## config.mk

```make
export PLATFORM = sky130hd
export DESIGN_NAME = card_number_luhn_check_and_brand_core
export DESIGN_NICKNAME = d
export VERILOG_FILES = /design/src/rtl/cnlcb_pkg.sv /design/src/rtl/cnlcb_cell.sv /design/src/rtl/cnlcb_scan.sv /design/src/rtl/card_number_luhn_check_and_brand_core.sv
export SDC_FILE = /design/constraint.sdc
export NUM_CORES = 1
export LEC_CHECK = 0
export BUFFER_PORTS_ARGS = -buffer_cell sky130_fd_sc_hd__buf_2
export CORE_MARGIN = 3
export CORE_UTILIZATION = 30
export DETAILED_ROUTE_END_ITERATION = 8
export PLACE_DENSITY = 0.48
export REMOVE_ABC_BUFFERS = 1
export SYNTH_ARGS = -nofsm -noshare
export SYNTH_HDL_FRONTEND = slang
export SYNTH_SLANG_ARGS = --single-unit
```

## constraint.sdc

```tcl
create_clock -name clk -period 8.1 [get_ports clk]
set_input_delay 0.81 -clock clk [delete_from_list [all_inputs] [get_ports clk]]
set_output_delay 0.81 -clock clk [all_outputs]
set_load 0.01 [all_outputs]
```

## src/rtl/cnlcb_pkg.sv

```systemverilog
package cnlcb_pkg;

  localparam int NUM_BITS   = 54;
  localparam int NUM_DIGITS = 17;
  localparam int IN_TDATA_W  = 56;
  localparam int OUT_TDATA_W = 16;
  localparam int BIT_CNT_W  = 6;
  localparam int DIG_IDX_W  = 5;

  localparam logic [2:0] VERDICT_INVALID = 3'd0;
  localparam logic [2:0] VERDICT_BRAND_A = 3'd1;
  localparam logic [2:0] VERDICT_BRAND_M = 3'd2;
  localparam logic [2:0] VERDICT_BRAND_V = 3'd3;
  localparam logic [2:0] VERDICT_OTHER   = 3'd4;

  typedef struct packed {
    logic clear;
    logic shift_bin;
    logic shift_dig;
  } cell_ctl_t;

  typedef struct packed {
    logic start;
    logic step;
  } scan_ctl_t;

  typedef struct packed {
    logic [DIG_IDX_W-1:0] count;
    logic                 pass;
    logic [3:0]           top;
    logic [3:0]           second;
  } scan_res_t;

endpackage

```

## src/rtl/cnlcb_cell.sv

```systemverilog
module cnlcb_cell (
  input  logic                clk,
  input  cnlcb_pkg::cell_ctl_t ctl,
  input  logic                bit_in,
  input  logic [3:0]          dig_in,
  output logic                bit_out,
  output logic [3:0]          dig_out
);

  logic [3:0] dig_r;
  logic [3:0] dig_nxt;
  logic [3:0] adj;

  always_comb begin
    adj = (dig_r >= 4'd5) ? dig_r + 4'd3 : dig_r;
    dig_nxt = dig_r;
    if (ctl.clear) begin
      dig_nxt = 4'd0;
    end else if (ctl.shift_bin) begin
      dig_nxt = {adj[2:0], bit_in};
    end else if (ctl.shift_dig) begin
      dig_nxt = dig_in;
    end
  end

  always_ff @(posedge clk) begin
    dig_r <= dig_nxt;
  end

  assign bit_out = adj[3];
  assign dig_out = dig_r;

endmodule

```

## src/rtl/cnlcb_scan.sv

```systemverilog
module cnlcb_scan (
  input  logic                  clk,
  input  cnlcb_pkg::scan_ctl_t  ctl,
  input  logic [3:0]            dig,
  output cnlcb_pkg::scan_res_t  res
);

  logic [cnlcb_pkg::DIG_IDX_W-1:0] idx_r, idx_nxt;
  logic [cnlcb_pkg::DIG_IDX_W-1:0] cnt_r, cnt_nxt;
  logic [3:0] sum_r, sum_nxt;
  logic [3:0] prev_r, prev_nxt;
  logic [3:0] top_r, top_nxt;
  logic [3:0] sec_r, sec_nxt;
  logic [4:0] dbl;
  logic [3:0] addend;
  logic [4:0] acc;

  always_comb begin
    dbl    = {dig, 1'b0};
    addend = dig;
    if (idx_r[0]) begin
      addend = (dig >= 4'd5) ? 4'(dbl - 5'd9) : dbl[3:0];
    end
    acc = {1'b0, sum_r} + {1'b0, addend};
    idx_nxt  = idx_r;
    cnt_nxt  = cnt_r;
    sum_nxt  = sum_r;
    prev_nxt = prev_r;
    top_nxt  = top_r;
    sec_nxt  = sec_r;
    if (ctl.start) begin
      idx_nxt  = '0;
      cnt_nxt  = '0;
      sum_nxt  = 4'd0;
      prev_nxt = 4'd0;
      top_nxt  = 4'd0;
      sec_nxt  = 4'd0;
    end else if (ctl.step) begin
      idx_nxt  = idx_r + 1'b1;
      sum_nxt  = (acc >= 5'd10) ? 4'(acc - 5'd10) : acc[3:0];
      prev_nxt = dig;
      if (dig != 4'd0) begin
        cnt_nxt = idx_r + 1'b1;
        top_nxt = dig;
        sec_nxt = prev_r;
      end
    end
  end

  always_ff @(posedge clk) begin
    idx_r  <= idx_nxt;
    cnt_r  <= cnt_nxt;
    sum_r  <= sum_nxt;
    prev_r <= prev_nxt;
    top_r  <= top_nxt;
    sec_r  <= sec_nxt;
  end

  always_comb begin
    res.count  = cnt_r;
    res.pass   = (sum_r == 4'd0);
    res.top    = top_r;
    res.second = sec_r;
  end

endmodule

```

## src/rtl/card_number_luhn_check_and_brand_core.sv

```systemverilog
// Flow: an accepted card number is shifted bit-serially into the 17-cell decimal chain
// (ST_CONV), its digits are scanned (ST_SCAN), and the result is registered in ST_DONE.
// A new card number is taken only in ST_IDLE, once the previous result has been registered;
// a stalled result holds the last step.
// Reset: synchronous, active-low rst_n; returns to idle with no result pending.
module card_number_luhn_check_and_brand_core (
  input  logic                                clk,
  input  logic                                rst_n,
  input  logic                                in_tvalid,
  output logic                                in_tready,
  input  logic [cnlcb_pkg::IN_TDATA_W-1:0]    in_tdata,   // [53:0] card_number
  output logic                                out_tvalid,
  input  logic                                out_tready,
  output logic [cnlcb_pkg::OUT_TDATA_W-1:0]   out_tdata   // [2:0] verdict, [7:3] digit_count,
                                                          // [8] luhn_pass
);

  typedef enum logic [1:0] {
    ST_IDLE,
    ST_CONV,
    ST_SCAN,
    ST_DONE
  } state_t;

  localparam int N = cnlcb_pkg::NUM_DIGITS;

  state_t state_r;
  logic [cnlcb_pkg::NUM_BITS-1:0]  num_r;
  logic [cnlcb_pkg::BIT_CNT_W-1:0] bcnt_r;
  logic [cnlcb_pkg::DIG_IDX_W-1:0] dcnt_r;
  logic                            out_tvalid_r;
  logic [cnlcb_pkg::OUT_TDATA_W-1:0] out_tdata_r;

  logic in_xfer;
  logic out_free;
  cnlcb_pkg::cell_ctl_t cell_ctl;
  cnlcb_pkg::scan_ctl_t scan_ctl;
  cnlcb_pkg::scan_res_t scan_res;
  logic [N-1:0] carry;
  logic [3:0]   dig [N];
  logic [2:0]   verdict;
  logic         len_ok;

  assign in_tready = (state_r == ST_IDLE);
  assign in_xfer   = in_tvalid && in_tready;
  assign out_free  = !out_tvalid_r || out_tready;

  always_comb begin
    cell_ctl.clear     = in_xfer;
    cell_ctl.shift_bin = (state_r == ST_CONV);
    cell_ctl.shift_dig = (state_r == ST_SCAN);
    scan_ctl.start     = in_xfer;
    scan_ctl.step      = (state_r == ST_SCAN);
  end

  for (genvar i = 0; i < N; i++) begin : g_cell
    logic       b_in;
    logic [3:0] d_in;
    if (i == 0) begin : g_lo
      assign b_in = num_r[cnlcb_pkg::NUM_BITS-1];
    end else begin : g_mid
      assign b_in = carry[i-1];
    end
    if (i == N-1) begin : g_hi
      assign d_in = 4'd0;
    end else begin : g_nhi
      assign d_in = dig[i+1];
    end
    cnlcb_cell u_cell (
      .clk     (clk),
      .ctl     (cell_ctl),
      .bit_in  (b_in),
      .dig_in  (d_in),
      .bit_out (carry[i]),
      .dig_out (dig[i])
    );
  end

  cnlcb_scan u_scan (
    .clk (clk),
    .ctl (scan_ctl),
    .dig (dig[0]),
    .res (scan_res)
  );

  always_comb begin
    len_ok = (scan_res.count == 5'd13) || (scan_res.count == 5'd15) ||
             (scan_res.count == 5'd16);
    verdict = cnlcb_pkg::VERDICT_INVALID;
    if (len_ok && scan_res.pass) begin
      if ((scan_res.count == 5'd15) && (scan_res.top == 4'd3) &&
          ((scan_res.second == 4'd4) || (scan_res.second == 4'd7))) begin
        verdict = cnlcb_pkg::VERDICT_BRAND_A;
      end else if ((scan_res.count == 5'd16) && (scan_res.top == 4'd5) &&
                   (scan_res.second >= 4'd1) && (scan_res.second <= 4'd5)) begin
        verdict = cnlcb_pkg::VERDICT_BRAND_M;
      end else if (((scan_res.count == 5'd13) || (scan_res.count == 5'd16)) &&
                   (scan_res.top == 4'd4)) begin
        verdict = cnlcb_pkg::VERDICT_BRAND_V;
      end else begin
        verdict = cnlcb_pkg::VERDICT_OTHER;
      end
    end
  end

  always_ff @(posedge clk) begin
    if (!rst_n) begin
      state_r      <= ST_IDLE;
      out_tvalid_r <= 1'b0;
      bcnt_r       <= '0;
      dcnt_r       <= '0;
    end else begin
      if (out_tvalid_r && out_tready && (state_r != ST_DONE)) begin
        out_tvalid_r <= 1'b0;
      end
      unique case (state_r)
        ST_IDLE: begin
          if (in_xfer) begin
            num_r   <= in_tdata[cnlcb_pkg::NUM_BITS-1:0];
            bcnt_r  <= '0;
            state_r <= ST_CONV;
          end
        end
        ST_CONV: begin
          num_r  <= {num_r[cnlcb_pkg::NUM_BITS-2:0], 1'b0};
          bcnt_r <= bcnt_r + 1'b1;
          if (bcnt_r == cnlcb_pkg::BIT_CNT_W'(cnlcb_pkg::NUM_BITS - 1)) begin
            dcnt_r  <= '0;
            state_r <= ST_SCAN;
          end
        end
        ST_SCAN: begin
          dcnt_r <= dcnt_r + 1'b1;
          if (dcnt_r == cnlcb_pkg::DIG_IDX_W'(N - 1)) begin
            state_r <= ST_DONE;
          end
        end
        ST_DONE: begin
          if (out_free) begin
            out_tvalid_r <= 1'b1;
            out_tdata_r  <= {7'd0, scan_res.pass, scan_res.count, verdict};
            state_r      <= ST_IDLE;
          end
        end
        default: state_r <= ST_IDLE;
      endcase
    end
  end

  assign out_tvalid = out_tvalid_r;
  assign out_tdata  = out_tdata_r;

endmodule

```

==> impl_metrics.env, run 1 <==
export IMPL_finalCritPeriodShare=0.4507
export IMPL_grt_usage=0.1153
export IMPL_slew_headroom=0.2679
export IMPL_synth_yosys_seq_area_share=0.4397
export IMPL_postRouteAntennaNets=0
export IMPL_start_util=0.3078
export IMPL_grt_pass1_wl_mm=32.18
export IMPL_netlist_area_um2=9220
export IMPL_cts_tree="done"
export IMPL_setup_violations=0
export IMPL_crit_cells=15
export IMPL_antenna_found_initial=0
export IMPL_clk_latency_ps=420
export IMPL_layout_commonest_cell="dfxtp_1"
export IMPL_ys_flop_type="dfxtp_1"
export IMPL_drive_gt1_frac=0.1673
export IMPL_grt_pass1_vias=6555
export IMPL_total_power_mw=3.941
export IMPL_final_cell_mix="dfxtp_1, nor2_1, buf_2, edfxtp_1, inv_1"
export IMPL_ioPinCount=78
export IMPL_drc=0
export IMPL_syn_instance_count=951
export IMPL_grt_max_degree=93
export IMPL_vias=6655
export IMPL_dieArea_um2=32870
export IMPL_powerDensity_nw_per_um2=376.2
export IMPL_critPathMaxFanout=6
export IMPL_crit_chain="inv_1 -> ha_1 -> nand2b_1 -> a21oi_1 -> xnor2_1 -> nand2_1 -> o21a_1 -> fa_1 -> xnor2_2 -> inv_1 -> ha_1 -> o31ai_1 -> a311o_1 -> or3_1 -> a31oi_1"
export IMPL_crit_family="compound AO/OA/AOI/OAI gates"
export IMPL_reg2reg_to="u_scan.sum_r[1]"
export IMPL_synth_seq_cells=171
export IMPL_worstPathArrival_ps=4000
export IMPL_gp_congestion=0.7259
export IMPL_globalRouteOverflowTotal=0
export IMPL_ys_warnings_count=0
export IMPL_slew_viol_final=0
export IMPL_rows=63
export IMPL_rsz0062_at_grt="no"
export IMPL_avgSynthCellArea_um2=9.695
export IMPL_via_per_inst=4.774
export IMPL_cts_reportedPaths_clkPinSlew_ps=70
export IMPL_numCtsBuffers=17
export IMPL_finClkSkew_ps=12.03
export IMPL_fin_nets=1100
export IMPL_cts_resized=0
export IMPL_crit_slowest_cell="fa_1"
export IMPL_cts_setup_buffers=0
export IMPL_fin_tns_setup_ps=0
export IMPL_synth_top_cell_area_share=0.2345
export IMPL_peakVddDrop_uv=247.5
export IMPL_firstDrtPassIters=4
export IMPL_cp_end_kind="register"
export IMPL_synth_async_reset_ratio=0
export IMPL_r2r_start="g_cell[0].u_cell.dig_out[1]"
export IMPL_antenna_cells=0
export IMPL_die_height_um=181.3
export IMPL_outcome="complete, no violations"
export IMPL_crit_buf_inv=2
export IMPL_die_w_um=181.3
export IMPL_p_leak_nw=3.835
export IMPL_min_path_cells=2
export IMPL_dp_final_hpwl_mm=11.95
export IMPL_hold_path_class="register to register"
export IMPL_worstPathRequired_ps=8450
export IMPL_worst_pin_slew_ps=1097
export IMPL_design_core_area_um2=29950
export IMPL_hp_start="u_scan.prev_r[2]"
export IMPL_final_hold_violation_count=0
export IMPL_clock_sinks=171
export IMPL_cts_htree_levels=4
export IMPL_setup_worst_path_start_class="register"
export IMPL_yosysTopAreaCell="dfxtp_1"
export IMPL_wirelength_mm=18.63
export IMPL_yosys_top_cells_area="dfxtp_1, edfxtp_1, mux2_2"
export IMPL_stdcell_count=1394
export IMPL_fmax_mhz=273.9
export IMPL_wl_per_cell_um=13.37
export IMPL_holdBufCountCts=0
export IMPL_port_buffer_count=68
export IMPL_synth_edf_count=63
export IMPL_area_growth_pct=13.62
export IMPL_reg2reg_depth=15
export IMPL_max_stage_delay_ps=440
export IMPL_min_to="u_scan.sec_r[2]"
export IMPL_drt_iter0_markers=325
export IMPL_ys_types=52
export IMPL_rrSetupSlack_ps=4450
export IMPL_drv_cap=0
export IMPL_root_buffer="clkbuf_16"
export IMPL_placed_cells=1362
export IMPL_period_minus_slack_ps=3651
export IMPL_cts_buffer_depth=2
export IMPL_criticalPathCategory="register to register"
## worst reg2reg max path, cell delays in order (launching register included)
cell and delay (ps):
dfxtp_1 350, inv_1 140, ha_1 280, nand2b_1 80, a21oi_1 360, xnor2_1 220
nand2_1 100, o21a_1 150, fa_1 440, xnor2_2 160, inv_1 70, ha_1 240
o31ai_1 110, a311o_1 400, or3_1 320, a31oi_1 160
## per-stage QoR
step           cell area [um^2]  setup slack (ps)  hold slack (ps)  utilization
2_1_floorplan              8975             698.7            431.2            -
3_3_place_gp               9891              4500            444.7       0.3302
3_5_place_dp               9891              4456            445.2       0.3302
4_1_cts                   10480              4428            459.8       0.3497
5_1_grt                   10480              4135            476.0       0.3497
6_report                  10480              4449            453.8       0.3497
## final cells by class
class,count,area [um^2]
Fill cell,3098,19480
Multi-Input combinational cell,663,4720
Sequential cell,171,4054
Tap cell,390,488.0
Clock buffer,20,460.4
Timing Repair Buffer,75,392.9
Inverter,63,236.5
Clock inverter,12,125.1
## registers in the layout, summed over array words and instances, names as in the netlist
register,cells
u_scan.cnt_r,5
dcnt_r,5
g_cell.u_cell.dig_out,68
u_scan.sum_r,4
u_scan.top_r,4
u_scan.idx_r,5
bcnt_r,6
u_scan.prev_r,4
state_r,2
u_scan.sec_r,4
out_tvalid,1
num_r,54
out_tdata,9
## metal layers
metal	share of wire	GRT usage	up-vias
li1	-	-	3447
met1	0.49	0.1525	3127
met2	0.47	0.1928	70
met3	0.027	0.02416	11
met4	0.0077	0.02834	0
met5	0	0	-
## cell usage after synthesis (7+ instances only)
master	count
dfxtp_1	108
nor2_1	102
edfxtp_1	63
inv_1	62
mux2i_1	59
a21oi_1	57
mux2_2	54
nand2_1	52
ha_1	48
a211oi_1	38
clkbuf_1	37
nand3_1	36
nand2b_1	34
o21ai_0	31
xnor2_1	21
o31ai_1	16
a22oi_1	14
o21a_1	14
a311o_1	13
buf_2	13
xor2_1	13
buf_4	7
## worst max-delay path by stage
stage,slack (ps),endpoint,startpoint
after floorplan,700,num_r[0],state_r[1]
after global routing,4140,u_scan.sum_r[2],g_cell[0].u_cell.dig_out[1]
after CTS,4430,u_scan.sum_r[2],g_cell[0].u_cell.dig_out[1]
after detailed placement,4460,u_scan.sum_r[1],g_cell[0].u_cell.dig_out[1]
final,4450,u_scan.sum_r[1],g_cell[0].u_cell.dig_out[1]
after global placement,4500,u_scan.sum_r[2],g_cell[0].u_cell.dig_out[1]
## cell families after synthesis
family / synth area share
buffers and inverters: 0.05469
other: 0.0004067
XOR/XNOR: 0.03406
multiplexers: 0.1300
AND/OR/NAND/NOR: 0.1303
adder cells (fa/ha/maj): 0.06731
flip-flops: 0.4397
AO/OA/AOI/OAI: 0.1436
## power by group
part	leakage [nW]	internal (mW)	total [mW]	switching (mW)
logic	2.07	0.736	1.74	1.01
registers	1.47	1.16	1.37	0.213
clock network	0.290	0.454	0.827	0.373
(Power assumes the default switching activity.)
==> run 2: changes to the inputs <==
--- a/config.mk
+++ b/config.mk
@@ -9,7 +9,7 @@
 export CORE_MARGIN = 3
 export CORE_UTILIZATION = 30
 export DETAILED_ROUTE_END_ITERATION = 8
-export PLACE_DENSITY = 0.48
+export PLACE_DENSITY = 0.49
 export REMOVE_ABC_BUFFERS = 1
 export SYNTH_ARGS = -nofsm -noshare
 export SYNTH_HDL_FRONTEND = slang
==> constraint.sdc (replaced) <==
create_clock -name clk -period 3.2 [get_ports clk]
set_input_delay 0.32 -clock clk [delete_from_list [all_inputs] [get_ports clk]]
set_output_delay 0.32 -clock clk [all_outputs]
set_load 0.01 [all_outputs]
==> run 2 against run 1 <==
  * Maximum frequency rose by 20%
  * Count of clock-buffer cells in the layout increased by 2
  * Routed wire length is 2.8% higher
  * Highest routed layer unchanged
==> impl_metrics.env, run 2 (synthesis results as in run 1) <==
export IMPL_outcome="complete, no violations"
export IMPL_wl_per_cell_um=13.59
export IMPL_power_share_clock=0.193
export IMPL_cts_tree="done"
export IMPL_largest_reg_flops=68
export IMPL_final_hold_violation_count=0
export IMPL_design_core_area_um2=29950
export IMPL_antenna_cells=0
export IMPL_max_stage_delay_ps=370
export IMPL_p_int_mw=6.244
export IMPL_setup_worst_path_start_class="register"
export IMPL_period_minus_slack_ps=3037
export IMPL_clk_latency_ps=430
export IMPL_endpoint="u_scan.sum_r[1]"
export IMPL_postRouteAntennaNets=0
export IMPL_final_cell_mix="dfxtp_1, nor2_1, buf_2, edfxtp_1, inv_1"
export IMPL_start_util=0.3078
export IMPL_drc=0
export IMPL_die_w_um=181.3
export IMPL_critPathLaunch="g_cell[0].u_cell.dig_out[1]"
export IMPL_root_buffer="clkbuf_16"
export IMPL_fin_ws_ps=162.6
export IMPL_fin_nets=1115
export IMPL_worst_pin_slew_ps=879.9
export IMPL_grt_usage=0.1158
export IMPL_numCtsBuffers=17
export IMPL_via_per_inst=4.744
export IMPL_p_switching_mw=4.156
export IMPL_p_seq_frac=0.333
export IMPL_area_growth_pct=16.50
export IMPL_combPwrFrac=0.474
export IMPL_antenna_found_initial=0
export IMPL_holdBufCountCts=0
export IMPL_cts_buffer_depth=2
export IMPL_worstPathRequired_ps=3550
export IMPL_finClkSkew_ps=11.36
export IMPL_ioPinCount=78
export IMPL_finalHoldWorstSlack_ps=180.9
export IMPL_setup_violations=0
export IMPL_clock_sinks=171
export IMPL_p_leak_nw=3.919
export IMPL_crit_slowest_cell="or3_1"
export IMPL_rrSetupSlack_ps=160
export IMPL_slew_headroom=0.4134
export IMPL_layout_commonest_cell="dfxtp_1"
export IMPL_critPathMaxFanout=4
export IMPL_vias=6685
export IMPL_swShare=0.3996
export IMPL_reg2reg_depth=15
export IMPL_reg2reg_to="u_scan.sum_r[1]"
export IMPL_port_buffer_count=68
export IMPL_criticalPathCategory="register to register"
export IMPL_drive_gt1_frac=0.1923
export IMPL_dp_final_hpwl_mm=12.44
export IMPL_drv_cap=0
export IMPL_drt_iter0_markers=361
export IMPL_wirelength_mm=19.15
export IMPL_globalRouteOverflowTotal=0
export IMPL_grt_max_degree=83
export IMPL_slew_viol_final=0
export IMPL_worstPathArrival_ps=3390
export IMPL_finalCritPeriodShare=0.9492
export IMPL_fillerInstances=3025
export IMPL_grt_pass1_vias=6414
export IMPL_cts_reportedPaths_clkPinSlew_ps=70
export IMPL_cts_htree_levels=4
export IMPL_place_ws_ps=-27.53
export IMPL_gp_congestion=0.7485
export IMPL_peakVddDrop_uv=924.9
export IMPL_firstDrtPassIters=4
export IMPL_fmax_mhz=329.2
export IMPL_hold_path_class="primary input to register"
export IMPL_powerDensity_nw_per_um2=968.3
export IMPL_r2r_start="g_cell[0].u_cell.dig_out[1]"
export IMPL_dieArea_um2=32870
export IMPL_die_height_um=181.3
export IMPL_crit_chain="inv_4 -> ha_4 -> nand2b_4 -> a21oi_4 -> buf_6 -> mux2i_4 -> mux2_4 -> ha_4 -> xnor2_2 -> inv_2 -> ha_4 -> o31ai_4 -> a311o_1 -> or3_1 -> a31oi_1"
export IMPL_grt_pass1_wl_mm=32.22
export IMPL_total_power_mw=10.40
export IMPL_cp_end_kind="register"
export IMPL_crit_top_cell="ha_4"
export IMPL_rows=63
export IMPL_fin_tns_setup_ps=0
==> run 2: cell count changes in the layout (fill, tap and decap cells not counted), moves of 3 or more <==
cell	before	now
inv_1	62	59
buf_12	0	3
buf_4	7	18
ha_4	2	7
clkbuf_1	0	3
inv_6	6	2
ha_1	46	41
==> run 2: worst min-delay path by stage <==
stage / from / to / slack, ps / cells after the start
floorplan: u_scan.prev_r[0] / u_scan.sec_r[0] / 430 / 2
global placement: u_scan.prev_r[1] / u_scan.sec_r[1] / 440 / 2
detailed placement: u_scan.prev_r[1] / u_scan.sec_r[1] / 440 / 2
CTS: in_tdata[0] / num_r[0] / 150 / 2
global route: in_tdata[48] / num_r[48] / 170 / 2
finish: in_tdata[0] / num_r[0] / 180 / 2
==> run 2: per-layer routing <==
layer | wire (um) | GRT usage | share of wire | vias to the layer above
met5 | 0 | 0 | 0 | -
met4 | 112 | 0.02834 | 0.0058 | 0
met3 | 525 | 0.02658 | 0.027 | 9
met2 | 8918 | 0.1838 | 0.47 | 70
met1 | 9591 | 0.1601 | 0.50 | 3131
li1 | - | - | - | 3475
==> run 2: worst max-delay path: cells and delay by family (launching register included) <==
kind	cells	cell delay, ps
AO/OA/AOI/OAI	4	730
XOR/XNOR	1	170
adder cells (fa/ha/maj)	3	490
buffers and inverters	3	290
flip-flops	1	350
multiplexers	2	410
AND/OR/NAND/NOR	2	500
==> run 2: power by group through the flow <==
stage	clock, mW	sequential (mW)	combinational [mW]
global route	2.15	3.56	5.57
finish	2.01	3.46	4.93
global placement	0	3.49	4.63
floorplan	0	3.38	3.75
CTS	2.08	3.45	4.72
detailed placement	0	3.49	4.69
==> run 2: per-stage QoR <==
stage | area, um^2 | std cells | util
finish | 10740 | 1409 | 0.3586
global route | 10740 | 1409 | 0.3586
CTS | 10600 | 1408 | 0.3537
detailed placement | 10030 | 1376 | 0.3350
global placement | 10030 | 1376 | 0.3350
floorplan | 8975 | 897 | -
==> run 2: timing repair <==
item	4_1_cts	5_1_grt
setup buffers	0	1
setup endpoints to repair	2	3
pin swaps	0	11
gates resized for setup	2	27
==> run 2: layout make-up <==
class	count	area (um^2)	share of cell area
Inverter	63	239.0	0.02225
Clock buffer	22	464.2	0.04321
Multi-Input combinational cell	663	4852	0.4517
Timing Repair Buffer	90	546.8	0.05090
Tap cell	390	488.0	0.04543
Sequential cell	171	4059	0.3779
Clock inverter	10	92.59	0.008620
